<file path="config.mk">
export PLATFORM = sky130hd
export DESIGN_NAME = igmp_querier_group_table_flat
export DESIGN_NICKNAME = d
export VERILOG_FILES = /design/src/hw/rtl/igmpq_pkg.sv /design/src/hw/rtl/igmpq_if.sv /design/src/hw/rtl/igmp_querier_group_table.sv /design/src/hw/rtl/igmpq_cell.sv /design/src/flat_wrapper.sv
export VERILOG_INCLUDE_DIRS = /design/src /design/src/hw/rtl
export SDC_FILE = /design/constraint.sdc
export NUM_CORES = 2
export LEC_CHECK = 0
export BUFFER_PORTS_ARGS = -buffer_cell sky130_fd_sc_hd__buf_4
export CAP_MARGIN = 20
export CORE_ASPECT_RATIO = 1.4
export CORE_MARGIN = 2
export CORE_UTILIZATION = 65
export DETAILED_ROUTE_END_ITERATION = 10
export PLACE_DENSITY_LB_ADDON = 0.15
export SYNTH_ARGS = -nofsm -noshare
export SYNTH_HDL_FRONTEND = slang
export SYNTH_SLANG_ARGS = --single-unit
</file>
<file path="constraint.sdc">
create_clock -name clk -period 30.9 [get_ports clk]
set_clock_uncertainty 0.15 [all_clocks]
set_input_delay 3.09 -clock clk [delete_from_list [all_inputs] [get_ports clk]]
set_output_delay 3.09 -clock clk [all_outputs]
set_load 0.05 [all_outputs]
</file>
<file path="src/hw/rtl/igmp_querier_group_table_defines.svh">
//------------------------------------------------------------------------------
// IGMP querier assertion macros
// Assertion macros shared by the RTL of the IGMP querier group table.
//------------------------------------------------------------------------------
`ifndef IGMP_QUERIER_GROUP_TABLE_DEFINES_SVH
`define IGMP_QUERIER_GROUP_TABLE_DEFINES_SVH

// Checks that a condition holds at every clock edge out of reset.
`define IGQ_ASSERT_ALWAYS(label, cond, msg) \
  label: assert property (@(posedge clk) disable iff (rst) (cond)) else $error(msg);

// Checks that an antecedent is followed by a consequent in the next cycle.
`define IGQ_ASSERT_NEXT(label, ante, cons, msg) \
  label: assert property (@(posedge clk) disable iff (rst) (ante) |=> (cons)) \
    else $error(msg);

`endif

</file>
<file path="src/hw/rtl/igmpq_pkg.sv">
//------------------------------------------------------------------------------
// IGMP querier package
// Types, codes and timing constants shared by the group table RTL.
//------------------------------------------------------------------------------
package igmpq_pkg;

  localparam int GROUP_ENTRIES = 16;
  localparam int IDX_W = (GROUP_ENTRIES > 1) ? $clog2(GROUP_ENTRIES) : 1;

  localparam logic [11:0] MEMBERSHIP_TICKS    = 12'd2600;
  localparam logic [11:0] OTHER_QUERIER_TICKS = 12'd2550;
  localparam logic [11:0] STARTUP_TICKS       = 12'd310;
  localparam logic [11:0] QUERY_TICKS         = 12'd1250;
  localparam logic [11:0] LEAVE_TICKS         = 12'd2;
  localparam logic [7:0]  GENERAL_RESP_CODE   = 8'd100;
  localparam logic [7:0]  GROUP_RESP_CODE     = 8'd10;

  typedef enum logic [1:0] {
    CMD_TICK   = 2'd0,
    CMD_QUERY  = 2'd1,
    CMD_REPORT = 2'd2,
    CMD_NONE   = 2'd3
  } cmd_t;

  typedef enum logic [2:0] {
    EV_START   = 3'd0,
    EV_STOP    = 3'd1,
    EV_GENERAL = 3'd2,
    EV_GROUPQ  = 3'd3,
    EV_FULL    = 3'd4
  } event_t;

  localparam logic [2:0] REC_JOIN_A = 3'd2;
  localparam logic [2:0] REC_LEAVE  = 3'd3;
  localparam logic [2:0] REC_JOIN_B = 3'd4;

  localparam logic [1:0] REG_LOCAL_ADDR = 2'd0;
  localparam logic [1:0] REG_GROUP_LOW  = 2'd1;
  localparam logic [1:0] REG_GROUP_HIGH = 2'd2;

  typedef enum logic [1:0] {
    S_IDLE  = 2'd0,
    S_WALK  = 2'd1,
    S_ALLOC = 2'd2,
    S_FLUSH = 2'd3
  } state_t;

  typedef struct packed {
    logic        valid;
    logic [31:0] group;
    logic [31:0] reporter;
    logic [11:0] timeout;
    logic        retransmit;
    logic        streaming;
  } entry_t;

endpackage

</file>
<file path="src/hw/rtl/igmpq_if.sv">
//------------------------------------------------------------------------------
// IGMP querier channels
// Valid/ready channels for input words and result words.
//------------------------------------------------------------------------------
interface igmpq_in_if;
  logic        valid;
  logic        ready;
  logic [1:0]  command;
  logic [2:0]  record_type;
  logic [31:0] group_addr;
  logic [31:0] sender_addr;

  modport source (output valid, command, record_type, group_addr, sender_addr,
                  input ready);
  modport sink (input valid, command, record_type, group_addr, sender_addr,
                output ready);
endinterface

interface igmpq_out_if;
  logic        valid;
  logic        ready;
  logic [2:0]  event_res;
  logic [31:0] event_group;
  logic [7:0]  max_resp_code;
  logic        is_querier;
  logic        last;

  modport source (output valid, event_res, event_group, max_resp_code, is_querier,
                  last, input ready);
  modport sink (input valid, event_res, event_group, max_resp_code, is_querier,
                last, output ready);
endinterface

</file>
<file path="src/hw/rtl/igmp_querier_group_table.sv">
//------------------------------------------------------------------------------
// IGMP querier group table
// Querier election, general-query timing and a ring of group entry cells.
//------------------------------------------------------------------------------
// Channel   Direction  Word contents
// in_ch     sink       command, record_type, group_addr, sender_addr
// out_ch    source     event_res, event_group, max_resp_code, is_querier, last
//
// A query word, an ignored command and an out-of-range or ignored report are
// handled in idle without a walk. A tick walks the ring once; a join for a new
// group walks it to search and, if a cell is free, again to allocate it; a join
// for a known group or a leave walks it once. The ring rotates one cell per
// cycle, unless held by a stalled output, past a single update unit at its head.
// Reset is synchronous and clears the cell valid bits and the querier state.
// A stalled output holds the ring only in a cycle that must emit a result.
//------------------------------------------------------------------------------
`include "igmp_querier_group_table_defines.svh"

module igmp_querier_group_table (
  input  logic        clk,
  input  logic        rst,
  igmpq_in_if.sink    in_ch,
  igmpq_out_if.source out_ch,
  input  logic        write_en,
  input  logic [1:0]  write_index,
  input  logic [31:0] write_data
);
  import igmpq_pkg::*;

  // Configuration registers.
  logic [31:0] local_addr;
  logic [31:0] group_low;
  logic [31:0] group_high;

  always_ff @(posedge clk) begin
    if (rst) begin
      local_addr <= 32'h0000_0000;
      group_low  <= 32'hE000_0000;
      group_high <= 32'hEFFF_FFFF;
    end else if (write_en) begin
      unique case (write_index)
        REG_LOCAL_ADDR: local_addr <= write_data;
        REG_GROUP_LOW:  group_low  <= write_data;
        REG_GROUP_HIGH: group_high <= write_data;
        default: ;
      endcase
    end
  end

  // Control state.
  state_t      state, state_next;
  logic        querier;
  logic [1:0]  startup_left;
  logic [11:0] general_timer;
  logic [IDX_W-1:0] cnt;
  logic        tick_op;
  logic        is_join;
  logic        found;
  logic        free_found;
  logic [IDX_W-1:0] free_idx;
  logic [31:0] key_group;
  logic [31:0] key_sender;

  // Pending result: held until the next one shows whether it was the last.
  logic        pend_valid;
  logic [2:0]  pend_ev;
  logic [31:0] pend_group;
  logic [7:0]  pend_code;

  // Output register.
  logic        out_valid;
  logic [2:0]  out_ev;
  logic [31:0] out_group;
  logic [7:0]  out_code;
  logic        out_q;
  logic        out_last;

  // Entry ring: cell 0 is the head seen by the update logic, and the updated
  // head enters at the tail, so after a full turn the order is restored.
  entry_t cells [GROUP_ENTRIES];
  entry_t head, head_next;
  logic   shift;

  for (genvar k = 0; k < GROUP_ENTRIES; k++) begin : g_ring
    entry_t cin;
    if (k == GROUP_ENTRIES - 1) begin : g_tail
      assign cin = head_next;
    end else begin : g_mid
      assign cin = cells[k+1];
    end
    igmpq_cell u_cell (
      .clk       (clk),
      .rst       (rst),
      .shift     (shift),
      .entry_in  (cin),
      .entry_out (cells[k])
    );
  end

  assign head = cells[0];

  logic accept;
  logic out_free;
  logic in_range;
  logic walk_end;
  assign accept   = in_ch.valid && in_ch.ready;
  assign out_free = !out_valid || out_ch.ready;
  assign in_range = (in_ch.group_addr >= group_low) && (in_ch.group_addr <= group_high);
  assign walk_end = (cnt == IDX_W'(GROUP_ENTRIES - 1));
  assign in_ch.ready = (state == S_IDLE);

  // Update of the head entry for the current pass.
  logic        step_emit;
  logic [2:0]  step_ev;
  logic [7:0]  step_code;
  logic        step_hit;
  logic        step_free;
  logic [11:0] tdec;
  logic        emit_ok;

  always_comb begin
    head_next = head;
    step_emit = 1'b0;
    step_ev   = EV_START;
    step_code = 8'd0;
    step_hit  = head.valid && (head.group == key_group);
    step_free = !head.valid;
    tdec      = (head.timeout != 12'd0) ? head.timeout - 12'd1 : head.timeout;
    if (state == S_ALLOC) begin
      if (cnt == free_idx) begin
        head_next.valid      = 1'b1;
        head_next.group      = key_group;
        head_next.streaming  = 1'b1;
        head_next.timeout    = MEMBERSHIP_TICKS;
        head_next.retransmit = 1'b0;
        head_next.reporter   = key_sender;
        step_emit = 1'b1;
        step_ev   = EV_START;
      end
    end else if (state == S_WALK) begin
      if (found == 1'b0 && is_join && step_hit) begin
        head_next.streaming  = 1'b1;
        head_next.timeout    = MEMBERSHIP_TICKS;
        head_next.retransmit = 1'b0;
        head_next.reporter   = key_sender;
        step_emit = !head.streaming;
        step_ev   = EV_START;
      end
    end
    if (state == S_WALK && tick_op) begin
      if (head.valid) begin
        head_next.timeout = tdec;
        if (tdec == 12'd0) begin
          step_emit = head.streaming;
          step_ev   = EV_STOP;
          head_next.valid      = 1'b0;
          head_next.streaming  = 1'b0;
          head_next.retransmit = 1'b0;
        end else if (querier && head.retransmit) begin
          step_emit = 1'b1;
          step_ev   = EV_GROUPQ;
          step_code = GROUP_RESP_CODE;
        end
      end
    end else if (state == S_WALK && !is_join) begin
      if (step_hit && head.reporter == key_sender) begin
        head_next.timeout    = LEAVE_TICKS;
        head_next.reporter   = 32'd0;
        head_next.retransmit = 1'b1;
        step_emit = querier;
        step_ev   = EV_GROUPQ;
        step_code = GROUP_RESP_CODE;
      end
    end
    emit_ok = !step_emit || !pend_valid || out_free;
  end

  assign shift = ((state == S_WALK) || (state == S_ALLOC)) && emit_ok;

  // Next state.
  always_comb begin
    state_next = state;
    unique case (state)
      S_IDLE: begin
        if (accept && (in_ch.command == CMD_TICK ||
            (in_ch.command == CMD_REPORT && in_range &&
             (in_ch.record_type == REC_JOIN_A || in_ch.record_type == REC_JOIN_B ||
              in_ch.record_type == REC_LEAVE)))) begin
          state_next = S_WALK;
        end
      end
      S_WALK: begin
        if (shift && walk_end) begin
          if (!tick_op && is_join && !found && !(step_hit) && (free_found || step_free))
            state_next = S_ALLOC;
          else
            state_next = S_FLUSH;
        end
      end
      S_ALLOC: begin
        if (shift && walk_end) state_next = S_FLUSH;
      end
      S_FLUSH: begin
        if (!pend_valid || out_free) state_next = S_IDLE;
      end
      default: state_next = S_IDLE;
    endcase
  end

  always_ff @(posedge clk) begin
    if (rst) begin
      state <= S_IDLE;
    end else begin
      state <= state_next;
    end
  end

  // Querier, timers and pass bookkeeping.
  logic [11:0] gt_dec;
  assign gt_dec = (general_timer != 12'd0) ? general_timer - 12'd1 : general_timer;

  logic pend_push;
  logic full_event;
  assign pend_push  = shift && step_emit;
  assign full_event = (state == S_WALK) && shift && walk_end && !tick_op && is_join &&
                      !found && !step_hit && !free_found && !step_free;

  always_ff @(posedge clk) begin
    if (rst) begin
      querier       <= 1'b1;
      startup_left  <= 2'd2;
      general_timer <= 12'd0;
      pend_valid    <= 1'b0;
      cnt           <= '0;
      tick_op       <= 1'b0;
      is_join       <= 1'b0;
      found         <= 1'b0;
      free_found    <= 1'b0;
    end else begin
      if (accept) begin
        cnt        <= '0;
        found      <= 1'b0;
        free_found <= 1'b0;
        tick_op    <= (in_ch.command == CMD_TICK);
        // Only a report record can be a join; ticks carry arbitrary fields.
        is_join    <= (in_ch.command == CMD_REPORT) &&
                      ((in_ch.record_type == REC_JOIN_A) ||
                       (in_ch.record_type == REC_JOIN_B));
        unique case (in_ch.command)
          CMD_TICK: begin
            if (gt_dec == 12'd0) begin
              pend_valid <= 1'b1;
              querier    <= 1'b1;
              if (startup_left != 2'd0) begin
                general_timer <= STARTUP_TICKS;
                startup_left  <= startup_left - 2'd1;
              end else begin
                general_timer <= QUERY_TICKS;
              end
            end else begin
              general_timer <= gt_dec;
            end
          end
          CMD_QUERY: begin
            if (in_ch.sender_addr < local_addr) begin
              querier       <= 1'b0;
              startup_left  <= 2'd0;
              general_timer <= OTHER_QUERIER_TICKS;
            end
          end
          CMD_REPORT, CMD_NONE: ;
          default: ;
        endcase
      end else if (shift) begin
        cnt <= walk_end ? '0 : cnt + IDX_W'(1);
        if (state == S_WALK && step_hit) found <= 1'b1;
        if (state == S_WALK && step_free && !free_found) free_found <= 1'b1;
        if (pend_push) pend_valid <= 1'b1;
        if (full_event) pend_valid <= 1'b1;
      end else if (state == S_FLUSH && pend_valid && out_free) begin
        pend_valid <= 1'b0;
      end
    end
  end

  always_ff @(posedge clk) begin
    if (accept) begin
      key_group  <= in_ch.group_addr;
      key_sender <= in_ch.sender_addr;
      pend_ev    <= EV_GENERAL;
      pend_group <= 32'd0;
      pend_code  <= GENERAL_RESP_CODE;
    end else begin
      if (state == S_WALK && shift && step_free && !free_found) free_idx <= cnt;
      if (pend_push) begin
        pend_ev    <= step_ev;
        pend_group <= head.group;
        pend_code  <= step_code;
        if (state == S_ALLOC) pend_group <= key_group;
      end
      if (full_event) begin
        pend_ev    <= EV_FULL;
        pend_group <= key_group;
        pend_code  <= 8'd0;
      end
    end
  end

  // Output register: a pending word moves out when a newer one arrives
  // (not last) or at the end of the pass (last).
  logic out_load_mid;
  logic out_load_last;
  assign out_load_mid  = pend_push && pend_valid;
  assign out_load_last = (state == S_FLUSH) && pend_valid && out_free;

  always_ff @(posedge clk) begin
    if (rst) begin
      out_valid <= 1'b0;
    end else if (out_load_mid || out_load_last) begin
      out_valid <= 1'b1;
    end else if (out_ch.ready) begin
      out_valid <= 1'b0;
    end
  end

  always_ff @(posedge clk) begin
    if (out_load_mid || out_load_last) begin
      out_ev    <= pend_ev;
      out_group <= pend_group;
      out_code  <= pend_code;
      out_q     <= querier;
      out_last  <= out_load_last;
    end
  end

  assign out_ch.valid         = out_valid;
  assign out_ch.event_res     = out_ev;
  assign out_ch.event_group   = out_group;
  assign out_ch.max_resp_code = out_code;
  assign out_ch.is_querier    = out_q;
  assign out_ch.last          = out_last;

  `IGQ_ASSERT_ALWAYS(a_idle_no_pending, !(state == S_IDLE && pend_valid),
    "pending result left over in idle")
  `IGQ_ASSERT_ALWAYS(a_startup_querier, (startup_left == 2'd0) || querier,
    "startup queries left while not querier")
  `IGQ_ASSERT_NEXT(a_tick_walks, accept && in_ch.command == CMD_TICK, state == S_WALK,
    "tick did not start a table walk")

endmodule

</file>
<file path="src/hw/rtl/igmpq_cell.sv">
//------------------------------------------------------------------------------
// IGMP querier table cell
// Holds one group entry and passes it to its neighbor when the ring rotates.
//------------------------------------------------------------------------------
module igmpq_cell (
  input  logic            clk,
  input  logic            rst,
  input  logic            shift,
  input  igmpq_pkg::entry_t entry_in,
  output igmpq_pkg::entry_t entry_out
);
  import igmpq_pkg::*;

  entry_t entry;

  // Only the valid bit is cleared; the rest is loaded from entry_in on every shift.
  always_ff @(posedge clk) begin
    if (rst) begin
      entry.valid <= 1'b0;
    end else if (shift) begin
      entry.valid <= entry_in.valid;
    end
    if (shift) begin
      entry.group      <= entry_in.group;
      entry.reporter   <= entry_in.reporter;
      entry.timeout    <= entry_in.timeout;
      entry.retransmit <= entry_in.retransmit;
      entry.streaming  <= entry_in.streaming;
    end
  end

  assign entry_out = entry;

endmodule
</file>
<file path="src/flat_wrapper.sv">
// flat-port wrapper written by rule: the top's interface ports become plain ports
module igmp_querier_group_table_flat import igmpq_pkg::*;
  (clk, rst, write_en, write_index, write_data, in_ch_valid, in_ch_command, in_ch_record_type, in_ch_group_addr, in_ch_sender_addr, in_ch_ready, out_ch_valid, out_ch_event_res, out_ch_event_group, out_ch_max_resp_code, out_ch_is_querier, out_ch_last, out_ch_ready);
  igmpq_in_if in_ch_i ();
  igmpq_out_if out_ch_i ();
  input  logic clk;
  input  logic rst;
  input  logic write_en;
  input  logic [1:0] write_index;
  input  logic [31:0] write_data;
  input wire logic [$bits(in_ch_i.valid)-1:0] in_ch_valid;
  input wire logic [$bits(in_ch_i.command)-1:0] in_ch_command;
  input wire logic [$bits(in_ch_i.record_type)-1:0] in_ch_record_type;
  input wire logic [$bits(in_ch_i.group_addr)-1:0] in_ch_group_addr;
  input wire logic [$bits(in_ch_i.sender_addr)-1:0] in_ch_sender_addr;
  output wire logic [$bits(in_ch_i.ready)-1:0] in_ch_ready;
  output wire logic [$bits(out_ch_i.valid)-1:0] out_ch_valid;
  output wire logic [$bits(out_ch_i.event_res)-1:0] out_ch_event_res;
  output wire logic [$bits(out_ch_i.event_group)-1:0] out_ch_event_group;
  output wire logic [$bits(out_ch_i.max_resp_code)-1:0] out_ch_max_resp_code;
  output wire logic [$bits(out_ch_i.is_querier)-1:0] out_ch_is_querier;
  output wire logic [$bits(out_ch_i.last)-1:0] out_ch_last;
  input wire logic [$bits(out_ch_i.ready)-1:0] out_ch_ready;
  assign in_ch_i.valid = in_ch_valid;
  assign in_ch_i.command = in_ch_command;
  assign in_ch_i.record_type = in_ch_record_type;
  assign in_ch_i.group_addr = in_ch_group_addr;
  assign in_ch_i.sender_addr = in_ch_sender_addr;
  assign in_ch_ready = in_ch_i.ready;
  assign out_ch_valid = out_ch_i.valid;
  assign out_ch_event_res = out_ch_i.event_res;
  assign out_ch_event_group = out_ch_i.event_group;
  assign out_ch_max_resp_code = out_ch_i.max_resp_code;
  assign out_ch_is_querier = out_ch_i.is_querier;
  assign out_ch_last = out_ch_i.last;
  assign out_ch_i.ready = out_ch_ready;
  igmp_querier_group_table u_core (.clk(clk), .rst(rst), .in_ch(in_ch_i), .out_ch(out_ch_i), .write_en(write_en), .write_index(write_index), .write_data(write_data));
endmodule
</file>
# Yosys cells after proc, flatten, opt, wreduce, memory -nomap -nowiden
# Index checks and enable logic that the tools add are counted.
# totals
ff_bits	1543
latchBits	0
mem_bits_rw	0
rom_bits	0
input_bits	108
out_inout_bits	47
wordCells	309
memories	0
# classes
n_addsub	4
mul	0
div	0
n_lt_le_gt_ge	3
eq_ne	24
shifts	0
n_mux	72
bitwise_logic	2
reduce_logical	81
# op_table
operator	count
$mux 46	3
$mux 32	4
$mux 45	2
$mux 79	1
$eq 32x32->1	2
$mux 12	4
$logic_and 1x1->1	36
$mux 33	1
$ge 32x32->1	1
$le 32x32->1	1
$lt 32x32->1	1
$mux 1	25
$logic_not 12->1	2
$pmux 12 s2	1
$reduce_bool 12->1	2
$sub 12x1->12 const B	2
$mux 2	10
$mux 4	5
$mux 3	6
$mux 8	2
$mux 14	1
$mux 7	2
$mux 13	1
$reduce_and 2->1	6
other kinds (25)	65

# Logic depth before layout (Yosys ltp)
# depth
ltp_word	25
ltp_mapped	14
mapped_depth_nobuf	12

# Hierarchy
# From an unflattened synthesis, not the netlist that was laid out.
# unflattened
cells_unflattened	2879
hier_area_um2	52983.3
# modules_own_cells
mod	n_inst	cells_each	area_per_inst_um2	seq_area_each_um2
igmpq_cell	16	81	2376.0	2362.3
igmp_querier_group_table	1	1583	14966.9	6416.2

# Worst setup path before layout
# OpenSTA, ideal clock, no wires.
# synth_timing
path_kind	input port to flip-flop
startpoint	input port out_ch_ready
endpoint	register u_core.free_idx[0], enable pin
arrival_ns	19.868
t_required_ns	30.369
setup_slack_ns	10.501
cell_stages	7
path_buffers	2
cell_sequence	nand2b_1 -> nor2_1 -> a21boi_1 -> buf_4 -> buf_2 -> nand3_1 -> nor3_1
# synth_between
elab_chain_cells	7
# synth_rtl
element	line_no	source
start: declaration	flat_wrapper.sv:23	input wire logic [$bits(out_ch_i.ready)-1:0] out_ch_ready;
$logic_or 1x1->1	igmp_querier_group_table.sv:107	assign out_free = !out_valid || out_ch.ready;
$logic_or 1x1->1	igmp_querier_group_table.sv:175	emit_ok = !step_emit || !pend_valid || out_free;
$logic_and 1x1->1	igmp_querier_group_table.sv:178	assign shift = ((state == S_WALK) || (state == S_ALLOC)) && emit_ok;
via u_core.g_ring[0].u_cell.shift	igmpq_cell.sv:8	input logic shift,
$logic_and 1x1->1 (3 in series)	igmp_querier_group_table.sv:294	if (state == S_WALK && shift && step_free && !free_found) free_idx <= cnt;
$reduce_and 2->1 (no source line)	-	
end signal: assignment	igmp_querier_group_table.sv:294	
end: declaration	igmp_querier_group_table.sv:60	logic [IDX_W-1:0] free_idx;
# The timed path passes the listed nets, and every way through them passes these cells.
# A chain may end at the register's enable or synchronous reset.

# Worst setup path after layout
# layout_timing
startpoint	input port out_ch_ready
endpoint	register u_core.g_ring[9].u_cell.entry, in the netlist u_core.g_ring[9].u_cell.entry_out[33], enable pin
# layout_between
elab_chain_cells	3
# layout_rtl
element	line_no	source
$logic_or 1x1->1	igmp_querier_group_table.sv:107	
$logic_or 1x1->1	igmp_querier_group_table.sv:175	
$logic_and 1x1->1	igmp_querier_group_table.sv:178	
end: declaration	igmpq_cell.sv:14	entry_t entry;
# Every way passes these cells.

==> results.toml <==
[status]
status = "finished, final reports clean"

[yosys]
synth.avg_cell_area_sq_um = 18.33
ys.flop_type = "edfxtp_1"
ys_types = 80
async_flop_share = 0
seq_area_frac_synth = 0.8433
yosys_warnings = 0
synth_edf_count = 1355
mappedNetlistArea_sq_um = 52430
ys_seq_elements = 1531
syn_inst = 2860

[power]
leakage_nw = 19.64
power_switching_mw = 0.9065
p_per_area_nw_per_um2 = 72.38
seqPwrFrac = 0.567
clkPwrFrac = 0.388
combPwrFrac = 0.045
switching_share = 0.2113
vdd_drop_max_v = 0.00007867
intPower_mw = 3.382

[routing]
drtIter0Drc = 2481
wl_met3_mm = 5.765
route.top_layer_used = "met5"
ant_nets = 0
vias_per_cell = 5.810
wl_met1_mm = 40.96
wl_met2_mm = 48.08
drt_wl_total_mm = 98.34
drc = 0
dr_total_vias = 24830
dr.pass1.iters = 5
avgRoutedWirePerCell_microns = 23.01

[setup_path]
worstSetupEndpointType = "register"
critical_path.top_delay_family = "buffers and inverters"
reg2reg_slack_ns = 24.11
critPathKind = "input port to register"
cp_max_fo = 210
max_stage_delay_ns = 0.93
worstPathCellList = "buf_4, nand2b_1, nor2_1, a21boi_4, buf_12, buf_4, buf_12"
startpoint = "out_ch_ready"
critPathSlowestCell = "buf_4"
r2r-start = "u_core.g_ring[0].u_cell.entry_out[38]$_DFFE_PP_"
r2r-end = "u_core.g_ring[9].u_cell.entry_out[33]$_DFFE_PP_"
worstPathArrival_ns = 7.09
cp.buffers_inverters = 4
reg2reg_depth = 11
critPathRequiredTime_ns = 31.10
worst_setup_path_start_kind = "input port"

[min_path]
holdPathEnd = "u_core.g_ring[14].u_cell.entry_out[57]$_DFFE_PP_"
hp-class = "register to register"
hold_start = "u_core.g_ring[15].u_cell.entry_out[57]$_DFFE_PP_"
min_path_cells = 0

[finish]
fin_nets = 3307
area_growth_pct = 13.03
drive_gt1_frac = 0.1373
final_util = 0.7390

[clock_network]
post_cts_buffers = 0
clkLatencyLatePin_ns = 0.73
cts_buffer_depth = 3
cts_hold_buf = 0
clkTransAtPathRegs_ns = 0.06
cts_buffers = 136
cts_tree = "done"
cts_resized = 0
cts_sinks = 1531
cts_root_buf = "clkbuf_16"
htreeDepth = 4

[sta]
relSlewSlack = 0.1734
setup_viol = 0
period_needed_ns = 6.893
hold_violations = 0
grt_setup_unrepaired = "false"
min_period_over_period = 0.2231
finalMaxSlewViolations = 0
tightest_slew_ns = 1.240
fmax_ghz = 0.1451
setup_tns_ns = 0

[floorplan]
die_height_microns = 340.0
die_w_microns = 244.0
die-area_sq_um = 82970
fp-row-count = 123
initial_utilization = 0.6538
ios = 155
core-area_sq_um = 80180

[grt]
grtUsageTotal = 0.2392
grt_max_degree = 226
grt_pass1_vias = 24380
overflow = 0
antenna_found_initial = 3
grt_pass1_wl_mm = 146.6

[flow_run]
drv_cap = 0

[place]
gp_congestion = 0.8762
port-buffer-count = 151
dp_hpwl_mm = 59.40
[power by group through the flow]
stage	registers, mW	clock network (mW)	logic [mW]
2_1_floorplan	2.55	0	0.123
3_3_place_gp	2.47	0	0.183
3_5_place_dp	2.47	0	0.192
4_1_cts	2.43	1.70	0.192
5_1_grt	2.44	1.77	0.212
6_report	2.43	1.66	0.192
[worst max-delay path by stage]
stage,cells after the start,to
5_1_grt,13,u_core.g_ring[13].u_cell.entry_out[30]$_DFFE_PP_
6_report,7,u_core.g_ring[9].u_cell.entry_out[33]$_DFFE_PP_
2_1_floorplan,7,u_core.free_idx[0]$_DFFE_PP_
3_5_place_dp,7,u_core.g_ring[13].u_cell.entry_out[30]$_DFFE_PP_
3_3_place_gp,7,u_core.g_ring[3].u_cell.entry_out[42]$_DFFE_PP_
4_1_cts,7,u_core.g_ring[7].u_cell.entry_out[66]$_DFFE_PP_
[cell families (layout without fill, tap and decap cells)]
group,Yosys count,in the layout,synth area share
adder cells (fa/ha/maj),104,104,0.02482
XOR/XNOR,73,73,0.01220
buffers and inverters,199,541,0.01544
AO/OA/AOI/OAI,351,351,0.04437
multiplexers,57,57,0.01167
AND/OR/NAND/NOR,544,544,0.04809
other,1,10,0.00007153
flip-flops,1531,1531,0.8433
[state kept, by name, indices dropped and copies added, names as in the netlist, 32 cells and up]
signal                          count
u_core.key_sender                  32
u_core.out_ch.event_group          32
u_core.key_group                   32
u_core.pend_group                  32
u_core.group_low                   32
u_core.g_ring.u_cell.entry_out   1264
u_core.local_addr                  32
u_core.group_high                  32
[layer usage]
layer  GRT usage  vias to the layer above
met2      0.3877                      818
met4      0.1011                        4
met1      0.3285                    12570
met5           0                        -
met3     0.03856                      170
li1            -                    11270
[area by class of cell]
| cell class | instances | area [sq um] |
|---|---|---|
| inverter | 117 | 440.4 |
| sequential | 1531 | 44210 |
| multi-input combinational | 1132 | 7441 |
| tap | 1062 | 1329 |
| fill | 4505 | 20930 |
| clock inverter | 78 | 742.0 |
| clock buffer | 169 | 3652 |
| antenna | 7 | 17.52 |
| timing repair buffer | 177 | 1421 |
[placed cells by master (no fill, tap or decap), types with 7 or more instances in the layout]
master	count
clkbuf_1	25
a211o_1	33
ha_1	104
nor2_1	121
nand3_1	20
inv_1	115
clkbuf_16	140
a221o_1	33
edfxtp_1	1355
clkinvlp_4	8
buf_4	168
nor4_1	15
inv_6	9
mux2_2	33
diode_2	7
a211oi_1	10
nand2_1	238
or3_1	11
xor2_1	37
o21ai_0	36
mux2i_1	24
and2_1	39
clkinv_2	29
a21oi_1	160
dfxtp_1	176
a21o_1	19
bufinv_16	11
nand2b_1	8
a31oi_1	7
nand4_1	23
xnor2_1	36
clkinv_1	16
nor3_1	27
[cell usage after synthesis, drive strengths merged (36+ instances only)]
master	count	area, sq um
inv	116	435.4
xor2	37	324.1
ha	104	1301
clkbuf	62	232.7
and2	42	265.3
nand2	238	893.4
o21ai	36	180.2
nor2	122	460.5
edfxtp	1355	40690
a21oi	162	814.5
dfxtp	176	3523
xnor2	36	315.3
[per-stage QoR]
step           cells  power (mW)  instance area [sq um]  hold WS, ns  setup slack [ns]
5_1_grt         4266       4.422                  59240       0.2654             23.70
3_3_place_gp    4014       2.652                  54760       0.2512             23.54
3_5_place_dp    4017       2.664                  54790       0.2545             23.33
6_report        4273       4.289                  59260       0.2502             24.01
4_1_cts         4264       4.327                  59180       0.2530             24.19
2_1_floorplan   2862       2.669                  52430       0.2503             10.50
No activity file was read; power rests on OpenSTA's default activity.
